`config.mk`:
```
export PLATFORM = sky130hd
export DESIGN_NAME = sorted_priority_queue
export DESIGN_NICKNAME = d
export VERILOG_FILES = /design/src/hw/rtl/spq_pkg.sv /design/src/hw/rtl/sorted_priority_queue.sv
export VERILOG_INCLUDE_DIRS = /design/src /design/src/hw/rtl
export SDC_FILE = /design/constraint.sdc
export NUM_CORES = 1
export LEC_CHECK = 0
export BUFFER_PORTS_ARGS = -buffer_cell sky130_fd_sc_hd__buf_2
export CORE_MARGIN = 3
export CORE_UTILIZATION = 60
export CTS_BUF_LIST = sky130_fd_sc_hd__clkbuf_8
export CTS_CLUSTER_SIZE = 16
export DETAILED_ROUTE_END_ITERATION = 8
export MAX_ROUTING_LAYER = met4
export PLACE_DENSITY = 0.79
export SLEW_MARGIN = 15
export SYNTH_ARGS = -nofsm -noshare
export SYNTH_HDL_FRONTEND = slang
export SYNTH_SLANG_ARGS = --single-unit
```
`constraint.sdc`:
```
create_clock -name clk -period 6.9 [get_ports clk]
set_input_delay 0 -clock clk [delete_from_list [all_inputs] [get_ports clk]]
set_output_delay 0 -clock clk [all_outputs]
set_load 0.03 [all_outputs]
```
`src/hw/rtl/sorted_priority_queue_macros.svh`:
```
// ----------------------------------------------------------------------------
// Sorted priority queue assertion macros
// Shared concurrent check forms, clocked on clk and off during reset.
// ----------------------------------------------------------------------------
`ifndef SORTED_PRIORITY_QUEUE_MACROS_SVH
`define SORTED_PRIORITY_QUEUE_MACROS_SVH

// Check a property on every clock edge outside reset.
`define SPQ_CHECK(label, prop, msg) \
  label: assert property (@(posedge clk) disable iff (!rst_n) (prop)) else $error(msg);

// Check that a condition leads to a consequence in the next cycle.
`define SPQ_CHECK_NEXT(label, ante, cons, msg) \
  label: assert property (@(posedge clk) disable iff (!rst_n) (ante) |=> (cons)) \
    else $error(msg);

`endif

```
`src/hw/rtl/spq_pkg.sv`:
```
// ----------------------------------------------------------------------------
// Sorted priority queue package
// Field widths, default sizes, request and status codes, sequencer states.
// ----------------------------------------------------------------------------
`timescale 1ns / 1ps

package spq_pkg;

  localparam int SPQ_QUEUE_DEPTH = 16;
  localparam int SPQ_TOKEN_BITS  = 16;

  localparam int FIELD_W  = 16;
  localparam int STATUS_W = 2;
  localparam int FILL_W   = 5;

  localparam logic REQ_INSERT = 1'b0;
  localparam logic REQ_REMOVE = 1'b1;

  typedef enum logic [STATUS_W-1:0] {
    STATUS_DONE  = 2'd0,
    STATUS_EMPTY = 2'd1,
    STATUS_FULL  = 2'd2
  } status_t;

  typedef enum logic [1:0] {
    ST_IDLE,
    ST_RM_READ,
    ST_INS_SCAN,
    ST_INS_LAST
  } state_t;

endpackage

```
`src/hw/rtl/sorted_priority_queue.sv`:
```
// ----------------------------------------------------------------------------
// Sorted priority queue
// Bounded queue held in ascending token order in one synchronous memory.
// ----------------------------------------------------------------------------
// Usage:
//   Drive start with in_req_type, in_token_in and in_cust_id_in; the request
//   transfers at a clock edge where start is high and busy is low. Insert
//   places the entry ahead of every held entry with an equal or larger token;
//   remove returns the head (smallest token). Every request gives exactly one
//   result, shown for one cycle with out_valid high; the receiver cannot
//   stall, so the result must be taken in that cycle.
// Sequencing:
//   Remove from empty, insert into full or into empty: the result is
//   registered at the transfer. Remove: one memory read of the head, then
//   the result. Insert into a non-empty queue: one held entry per cycle,
//   walked from the tail toward the head through the memory read port while
//   the write port moves each equal or larger entry one place back. busy
//   stays high until the result is registered.
// Reset:
//   rst_n clears the fill count, pointers and sequencer; memory contents are
//   left as they are, only the held entries from head to tail are ever used.
// ----------------------------------------------------------------------------
`timescale 1ns / 1ps

module sorted_priority_queue
  import spq_pkg::*;
#(
  parameter int QUEUE_DEPTH = SPQ_QUEUE_DEPTH,
  parameter int TOKEN_BITS  = SPQ_TOKEN_BITS
) (
  input  logic                clk,
  input  logic                rst_n,
  input  logic                start,
  output logic                busy,
  input  logic                in_req_type,
  input  logic [FIELD_W-1:0]  in_token_in,
  input  logic [FIELD_W-1:0]  in_cust_id_in,
  output logic                out_valid,
  output logic [STATUS_W-1:0] out_status,
  output logic [FIELD_W-1:0]  out_token_out,
  output logic [FIELD_W-1:0]  out_cust_id_out,
  output logic [FILL_W-1:0]   out_fill_level
);

`include "sorted_priority_queue_macros.svh"

  localparam int ADDR_W  = $clog2(QUEUE_DEPTH);
  localparam int CNT_W   = $clog2(QUEUE_DEPTH + 1);
  localparam int ENTRY_W = TOKEN_BITS + FIELD_W;
  localparam logic [ADDR_W-1:0] LAST_ADDR = ADDR_W'(QUEUE_DEPTH - 1);
  localparam logic [CNT_W-1:0]  FULL_CNT  = CNT_W'(QUEUE_DEPTH);

  state_t state_r, state_nxt;

  logic [ENTRY_W-1:0] mem_r [QUEUE_DEPTH];
  logic [ENTRY_W-1:0] rd_data_r;
  logic               mem_we;
  logic [ADDR_W-1:0]  mem_wa;
  logic [ENTRY_W-1:0] mem_wd;

  logic [ADDR_W-1:0] head_r, head_nxt;
  logic [ADDR_W-1:0] tail_r, tail_nxt;
  logic [ADDR_W-1:0] rd_addr_r, rd_addr_nxt;
  logic [ADDR_W-1:0] wr_addr_r, wr_addr_nxt;
  logic [CNT_W-1:0]  count_r, count_nxt;

  logic [TOKEN_BITS-1:0] tok_r, tok_nxt;
  logic [FIELD_W-1:0]    cid_r, cid_nxt;

  logic                  out_valid_r, out_valid_nxt;
  status_t               out_status_r, out_status_nxt;
  logic [FIELD_W-1:0]    out_token_r, out_token_nxt;
  logic [FIELD_W-1:0]    out_cid_r, out_cid_nxt;
  logic [FILL_W-1:0]     out_fill_r, out_fill_nxt;

  logic                  accept;
  logic [TOKEN_BITS-1:0] in_tok;
  logic [TOKEN_BITS-1:0] rd_tok;
  logic [FIELD_W-1:0]    rd_cid;
  logic                  shift_up;
  logic [ADDR_W-1:0]     tail_dec;
  logic [ADDR_W-1:0]     tail_inc;
  logic [ADDR_W-1:0]     head_inc;
  logic [ADDR_W-1:0]     rd_dec;
  logic [CNT_W-1:0]      count_inc;
  logic [CNT_W-1:0]      count_dec;

  assign accept   = start && !busy;
  assign in_tok   = TOKEN_BITS'(in_token_in);
  assign rd_tok   = rd_data_r[ENTRY_W-1:FIELD_W];
  assign rd_cid   = rd_data_r[FIELD_W-1:0];
  assign shift_up = (rd_tok >= tok_r);

  assign tail_dec  = (tail_r == '0) ? LAST_ADDR : tail_r - 1'b1;
  assign tail_inc  = (tail_r == LAST_ADDR) ? '0 : tail_r + 1'b1;
  assign head_inc  = (head_r == LAST_ADDR) ? '0 : head_r + 1'b1;
  assign rd_dec    = (rd_addr_r == '0) ? LAST_ADDR : rd_addr_r - 1'b1;
  assign count_inc = count_r + 1'b1;
  assign count_dec = count_r - 1'b1;

  // Next state
  always_comb begin
    state_nxt = state_r;
    unique case (state_r)
      ST_IDLE: begin
        if (accept) begin
          if (in_req_type == REQ_REMOVE) begin
            if (count_r != '0) begin
              state_nxt = ST_RM_READ;
            end
          end else if (count_r != FULL_CNT && count_r != '0) begin
            state_nxt = ST_INS_SCAN;
          end
        end
      end
      ST_RM_READ: begin
        state_nxt = ST_IDLE;
      end
      ST_INS_SCAN: begin
        if (!shift_up) begin
          state_nxt = ST_IDLE;
        end else if (rd_addr_r == head_r) begin
          state_nxt = ST_INS_LAST;
        end
      end
      ST_INS_LAST: begin
        state_nxt = ST_IDLE;
      end
    endcase
  end

  // Datapath, memory control and result
  always_comb begin
    head_nxt       = head_r;
    tail_nxt       = tail_r;
    rd_addr_nxt    = rd_addr_r;
    wr_addr_nxt    = wr_addr_r;
    count_nxt      = count_r;
    tok_nxt        = tok_r;
    cid_nxt        = cid_r;
    mem_we         = 1'b0;
    mem_wa         = wr_addr_r;
    mem_wd         = {tok_r, cid_r};
    out_valid_nxt  = 1'b0;
    out_status_nxt = STATUS_DONE;
    out_token_nxt  = '0;
    out_cid_nxt    = '0;
    out_fill_nxt   = FILL_W'(count_r);
    unique case (state_r)
      ST_IDLE: begin
        if (accept) begin
          tok_nxt = in_tok;
          cid_nxt = in_cust_id_in;
          if (in_req_type == REQ_REMOVE) begin
            if (count_r == '0) begin
              out_valid_nxt  = 1'b1;
              out_status_nxt = STATUS_EMPTY;
            end else begin
              rd_addr_nxt = head_r;
            end
          end else if (count_r == FULL_CNT) begin
            out_valid_nxt  = 1'b1;
            out_status_nxt = STATUS_FULL;
          end else if (count_r == '0) begin
            mem_we        = 1'b1;
            mem_wa        = tail_r;
            mem_wd        = {in_tok, in_cust_id_in};
            tail_nxt      = tail_inc;
            count_nxt     = count_inc;
            out_valid_nxt = 1'b1;
            out_fill_nxt  = FILL_W'(count_inc);
          end else begin
            rd_addr_nxt = tail_dec;
            wr_addr_nxt = tail_r;
          end
        end
      end
      ST_RM_READ: begin
        head_nxt      = head_inc;
        count_nxt     = count_dec;
        out_valid_nxt = 1'b1;
        out_token_nxt = FIELD_W'(rd_tok);
        out_cid_nxt   = rd_cid;
        out_fill_nxt  = FILL_W'(count_dec);
      end
      ST_INS_SCAN: begin
        mem_we = 1'b1;
        if (shift_up) begin
          // move the equal or larger entry one place toward the tail
          mem_wd      = rd_data_r;
          wr_addr_nxt = rd_addr_r;
          if (rd_addr_r != head_r) begin
            rd_addr_nxt = rd_dec;
          end
        end else begin
          tail_nxt      = tail_inc;
          count_nxt     = count_inc;
          out_valid_nxt = 1'b1;
          out_fill_nxt  = FILL_W'(count_inc);
        end
      end
      ST_INS_LAST: begin
        mem_we        = 1'b1;
        tail_nxt      = tail_inc;
        count_nxt     = count_inc;
        out_valid_nxt = 1'b1;
        out_fill_nxt  = FILL_W'(count_inc);
      end
    endcase
  end

  always_ff @(posedge clk) begin
    if (!rst_n) begin
      state_r     <= ST_IDLE;
      head_r      <= '0;
      tail_r      <= '0;
      count_r     <= '0;
      out_valid_r <= 1'b0;
    end else begin
      state_r     <= state_nxt;
      head_r      <= head_nxt;
      tail_r      <= tail_nxt;
      count_r     <= count_nxt;
      out_valid_r <= out_valid_nxt;
    end
  end

  always_ff @(posedge clk) begin
    rd_addr_r    <= rd_addr_nxt;
    wr_addr_r    <= wr_addr_nxt;
    tok_r        <= tok_nxt;
    cid_r        <= cid_nxt;
    out_status_r <= out_status_nxt;
    out_token_r  <= out_token_nxt;
    out_cid_r    <= out_cid_nxt;
    out_fill_r   <= out_fill_nxt;
  end

  always_ff @(posedge clk) begin
    if (mem_we) begin
      mem_r[mem_wa] <= mem_wd;
    end
    rd_data_r <= mem_r[rd_addr_nxt];
  end

  assign busy            = (state_r != ST_IDLE);
  assign out_valid       = out_valid_r;
  assign out_status      = out_status_r;
  assign out_token_out   = out_token_r;
  assign out_cust_id_out = out_cid_r;
  assign out_fill_level  = out_fill_r;

  `SPQ_CHECK(a_count_bound, count_r <= FULL_CNT, "fill count above capacity")
  `SPQ_CHECK(a_count_moves_with_result, (count_r != $past(count_r)) |-> out_valid_r,
    "fill count changed without a result")
  `SPQ_CHECK(a_scan_no_collision, (state_r == ST_INS_SCAN && mem_we) |-> (mem_wa != rd_addr_nxt),
    "scan write collides with read")
  `SPQ_CHECK_NEXT(a_empty_remove, accept && in_req_type == REQ_REMOVE && count_r == '0,
    out_valid_r && out_status_r == STATUS_EMPTY, "remove from empty not flagged")
  `SPQ_CHECK_NEXT(a_full_insert, accept && in_req_type == REQ_INSERT && count_r == FULL_CNT,
    out_valid_r && out_status_r == STATUS_FULL && count_r == FULL_CNT,
    "insert into full not refused")

endmodule

```
-- After elaboration in Yosys (flattened, before gate mapping)
Memory sizes are Yosys's and may differ from the RTL's. A register that Yosys moved wholly into a read port is not among the register bits.
Index checks and enable logic that the tools add are counted.
W data, S select, Z words.
- eq/ne operators: 19
- order comparisons: 1
- add/sub/neg operators: 6
- mux-type cells: 63
- reduce and logical (&&, ||, !) cells: 17
- operators with widths (cell ; number):
    $mux W32 ; 5
    $mux W4 ; 26
    $pmux W32 S2 ; 1
    $mux W5 ; 5
    $pmux W5 S4 ; 1
    $ge A16 B16 Y1 ; 1
    $mux W2 ; 8
    $pmux W4 S2 ; 2
    $ne A2 B2 Y1 const B ; 7
    $pmux W4 S3 ; 1
    $reduce_and A6 Y1 ; 2
    $mux W1 ; 11
    $ne A3 B3 Y1 const B ; 3
    $add A4 B1 Y4 const B ; 2
    $eq A4 B4 Y1 const B ; 2
    $logic_not A4 Y1 ; 2
    $sub A4 B1 Y4 const B ; 2
    $pmux W2 S3 ; 1
    $add A5 B1 Y5 const B ; 1
    $eq A5 B5 Y1 const B ; 1
    $logic_not A5 Y1 ; 1
    $ne A5 B5 Y1 const B ; 1
    $reduce_bool A5 Y1 ; 1
    $sub A5 B1 Y5 const B ; 1
    other kinds (14) ; 18
- output and inout port bits: 41
- flip-flop bits (word level): 95
- memory bits (writable): 512
- memories kept: 1
- input bits: 36
- word-level logic and storage cells: 120
- memory list (name ; depth ; bits a word ; read ports ; clocked after Yosys merged registers in ; wr ports ; RTL line ; text):
    mem_r ; 16 ; 32 ; 1 ; 1 ; 1 ; sorted_priority_queue.sv:55 ; logic [ENTRY_W-1:0] mem_r [QUEUE_DEPTH];

-- Depth between registers and ports, before layout
- depth in word-level cells: 8
- mapped depth: 16
- mapped depth without buffers: 12

-- Worst setup path before layout
No wires, ideal clock.
- path type: register -> register
- start point: register count_r[0]
- end point: memory mem_r[0][0] in the netlist's numbering (enable)
- data required time: 6479 ps
- period minus slack after synthesis: 3962 ps
- slack: 2938 ps
- library setup time: 421 ps
- buffers on the path: 2
- arrival: 3541 ps
- cell stages (with the launch flop): 9
- path through: dfxtp_1 inv_1 ha_1 or3b_1 buf_2 nor4_1 clkbuf_1 a32oi_1 nor2_1
- word-level cells in the longest chain between the ends: 8
- elaborated cells on any way between the ends: 14
- classes of those cells: 1 x eq/ne; 12 x mux; 1 x reduce/logical
- ends and longest elaborated chain (what ; RTL line ; text):
    start, declared ; sorted_priority_queue.sv:65 ; logic [CNT_W-1:0] count_r, count_nxt;
    start signal, assigned ; sorted_priority_queue.sv:223 ; count_r <= count_nxt;
    $logic_not A5 Y1 ; sorted_priority_queue.sv:164 ; end else if (count_r == '0) begin
    $mux W1 ; sorted_priority_queue.sv:164 ;
    $mux W1 ; sorted_priority_queue.sv:161 ; end else if (count_r == FULL_CNT) begin
    $mux W1 ; sorted_priority_queue.sv:154 ; if (in_req_type == REQ_REMOVE) begin
    $mux W1 ; sorted_priority_queue.sv:151 ; if (accept) begin
    $pmux W1 S2 ; sorted_priority_queue.sv:149 ; unique case (state_r)
    $mux W1 ; sorted_priority_queue.sv:240 ; if (mem_we) begin
    $mux W1 (not written as such) ; sorted_priority_queue.sv:241 ; mem_r[mem_wa] <= mem_wd;
    end, declared ; sorted_priority_queue.sv:55 ;
Several ways; a longest one is shown, not always the timed one.

-- Final worst setup path
- start point: register tok_r[0]
- end point: register rd_data_r[20] (read register of mem_r)
- word-level cells in the longest chain between the ends: 3
- ends and longest elaborated chain (what ; RTL line ; text):
    start, declared ; sorted_priority_queue.sv:67 ; logic [TOKEN_BITS-1:0] tok_r, tok_nxt;
    start signal, assigned ; sorted_priority_queue.sv:231 ; tok_r <= tok_nxt;
    $ge A16 B16 Y1 ; sorted_priority_queue.sv:92 ; assign shift_up = (rd_tok >= tok_r);
    $mux W4 ; sorted_priority_queue.sv:188 ; if (shift_up) begin
    $pmux W4 S2 ; sorted_priority_queue.sv:149 ;
    end, declared ; sorted_priority_queue.sv:56 ; logic [ENTRY_W-1:0] rd_data_r;
No other way between the ends.
A chain may end at the register's enable or synchronous reset.

==> flow_metrics.py <==
metrics = {
    "status": {
        "outcome": "finished, final reports clean",
    },
    "floorplan": {
        "die_h_um": 211,
        "die-area_um2": 44700,
        "rows": 74,
        "coreArea_um2": 41300,
        "start_util": 0.613,
        "dieWidth_um": 211,
        "io_pins": 77,
    },
    "synth": {
        "synth-seq-cells": 639,
        "async_flop_share": 0,
        "synthTopCellsByArea": "edfxtp_1 (65%), nand2_1 (8.9%), dfxtp_1 (7.2%)",
        "ys_warn_count": 0,
        "synth_edf_count": 548,
        "synth_fp_nets": 2042,
        "synthCells": 1983,
        "ys.flop_type": "edfxtp_1",
        "ys_seq_area_frac": 0.722,
        "syn_avg_cell_area_um2": 12.8,
        "synth_area_leader_cell": "edfxtp_1",
        "synth_area_um2": 25300,
        "synthDistinctLibCells": 61,
        "synth_top_area_share": 0.650,
    },
    "routing": {
        "drc": 0,
        "via_per_inst": 6.19,
        "routedWlPerCell_um": 22.6,
        "ant_nets": 0,
        "first_iter_violations": 2499,
        "vias": 16838,
        "dr.pass1.iters": 7,
        "drt_wl_total_mm": 61.4,
    },
    "critical_path": {
        "critPathSlowestCell": "inv_6",
        "path_class": "flip-flop to flip-flop",
        "cp.required_ns": 7.50,
        "crit_path_max_incr_delay_ns": 0.72,
        "crit_chain": "ha_1 > nand2b_1 > a2111o_1 > a31oi_1 > and2_1 > a311oi_4 > inv_6 > buf_4 > nand2_1 > and3_1 > a311o_1 > nand4_1",
        "cp-start-kind": "flip-flop",
        "cp-end-kind": "flip-flop",
        "cp_max_fo": 123,
        "arrival_ns": 4.96,
    },
    "sta": {
        "setup_violations": 0,
        "fmax_ghz": 0.229,
        "rsz0062_at_grt": "no",
        "finalCriticalPeriod_ns": 4.36,
        "clock_skew_ns": 0.0251,
        "slew_headroom": 0.202,
        "finalMaxSlewViolations": 0,
        "holdWs_ns": 0.0703,
        "post-route-period-util": 0.632,
        "tightestPinTransition_ns": 1.19,
        "fin_setup_tns_ns": 0,
        "timing.final.hold_violations": 0,
    },
    "job": {
        "max-cap-violations": 0,
    },
    "power_and_ir_drop": {
        "p_int_uw": 8280,
        "seqPwrFrac": 0.387,
        "power.total_uw": 13600,
        "comb_power_share": 0.389,
        "power.share.clock": 0.224,
        "ir_drop_mv": 1.03,
        "p_sw_uw": 5360,
        "powerDensity_nw_per_um2": 478,
        "netSwitchingFraction": 0.393,
        "cellLeakagePower_uw": 0.0108,
    },
    "cts": {
        "tritoncts": "yes",
        "cts_buffers": 99,
        "clk_latency_ns": 0.67,
        "cts.sinks": 639,
        "clk_pin_slew_worst_paths_ns": 0.06,
        "hold_buffers": 37,
        "cts_htree_levels": 3,
        "ctsResizeCount": 0,
        "cts_setup_buffers": 0,
        "cts_root_buf": "clkbuf_8",
        "cts_buffer_depth": 3,
    },
    "min_path": {
        "hold_class": "input pin to flip-flop",
    },
    "place": {
        "place.gp.congestion": 0.846,
        "dp.cells": 2497,
        "place_hpwl_mm": 31.7,
        "port_buffers": 76,
    },
    "finish": {
        "mostFrequentLayoutCell": "nand2_1",
        "syn_to_final_growth_pct": 12.8,
        "fin_util": 0.692,
        "drive_gt1_frac": 0.126,
        "final.fill_count": 2759,
        "final_cell_mix": "nand2_1 (603), edfxtp_1 (548), clkbuf_8 (118), inv_1 (92), dfxtp_1 (91)",
        "diodes": 0,
        "multi_input_area_um2": 6420,
        "layout.area.seq_um2": 18300,
        "final_nets": 2162,
        "final_cells": 2720,
    },
    "grt": {
        "grt_use_total": 0.283,
        "overflow": 0,
        "grt_pass1_wl_mm": 92.9,
        "grt_max_degree": 255,
        "antenna_found_initial": 1,
        "grt_pass1_vias": 16446,
    },
}
[power by group through the flow]
stage | Combinational, uW | Sequential [uW] | Clock, uW
after floorplan | 3760 | 5330 | 0
after global placement | 4960 | 5330 | 0
after detailed placement | 5190 | 5350 | 0
after CTS | 5250 | 5270 | 3100
after global routing | 5810 | 5300 | 3280
final | 5300 | 5270 | 3060
[cells by family (layout without fill, tap and decap cells)]
family                   Yosys count  count (layout)  share of synthesized area
AND/OR/NAND/NOR                  882             882                      0.152
buffers and inverters            185             390                     0.0317
multiplexers                       4               4                    0.00163
adder cells (fa/ha/maj)           23              23                     0.0114
XOR/XNOR                          12              12                    0.00415
flip-flops                       639             639                      0.722
AO/OA/AOI/OAI                    238             238                     0.0777
[cell type report]
| class | count | share of cell area |
|---|---|---|
| Sequential cell | 639 | 0.640 |
| Multi-Input combinational cell | 1159 | 0.225 |
| Clock buffer | 118 | 0.0569 |
| Timing Repair Buffer | 142 | 0.0348 |
| Tap cell | 532 | 0.0233 |
| Clock inverter | 68 | 0.0121 |
| Inverter | 62 | 0.00832 |
[synthesized netlist by cell type, drive strengths merged, types with 2 or more instances]
cell type,count
a211oi,3
a21boi,3
a21o,2
a21oi,22
a221o,2
a222oi,32
a22oi,2
a311o,62
a311oi,2
a31oi,11
a32oi,3
and2,42
and3,69
buf,64
clkbuf,59
dfxtp,91
edfxtp,548
ha,23
inv,61
mux2i,3
nand2,603
nand2b,5
nand3,63
nand4,35
nor2,43
nor2b,7
nor3b,3
nor4,4
nor4b,3
o211ai,63
o21ai,17
o21bai,2
o22ai,2
o32ai,2
xnor2,6
xor2,6
[sequential cells by signal, indices dropped and copies added, names as in the netlist, 2 cells and up]
name             flops
count_r              5
wr_addr_r            4
tail_r               4
out_cust_id_out     16
out_status           2
out_token_out       16
rd_addr_r            4
state_r              2
out_fill_level       5
head_r               4
mem_r              512
rd_data_r           32
tok_r               16
cid_r               16
[metal layers]
metal / vias to the layer above / routed length (um) / track usage
li1: 7482 / - / -
met1: 8178 / 23200 / 0.377
met2: 1008 / 29300 / 0.435
met3: 170 / 6880 / 0.0606
met4: 0 / 1990 / 0.109
met5: - / 0 / -
[worst paths after layout]
check,slack (ns),endpoint,depth (start not counted),from
setup / recovery,2.54,rd_data_r[20],12,tok_r[0]
hold reg to reg,0.46,out_cust_id_out[2],1,rd_data_r[2]
setup reg to reg,2.54,rd_data_r[20],12,tok_r[0]
hold / removal,0.07,cid_r[10],2,in_cust_id_in[10]
[worst max-delay path: cells and delay by family (launching register included)]
| kind | cells | cell delay (ns) |
|---|---|---|
| and+or+nand+nor | 5 | 0.92 |
| adders and majority gates | 1 | 0.28 |
| DFF | 1 | 0.41 |
| AOI/OAI and AO/OA | 4 | 1.35 |
| buffers and inverters | 2 | 1.25 |
[stage by stage]
| step | setup slack (ns) | cell area, um^2 |
|---|---|---|
| final | 2.54 | 28600 |
| after global routing | 2.29 | 28600 |
| after CTS | 2.57 | 28600 |
| after detailed placement | 2.59 | 26200 |
| after global placement | 2.77 | 26200 |
| after floorplan | 2.94 | 25300 |
Power figures use the tool's default switching activity.
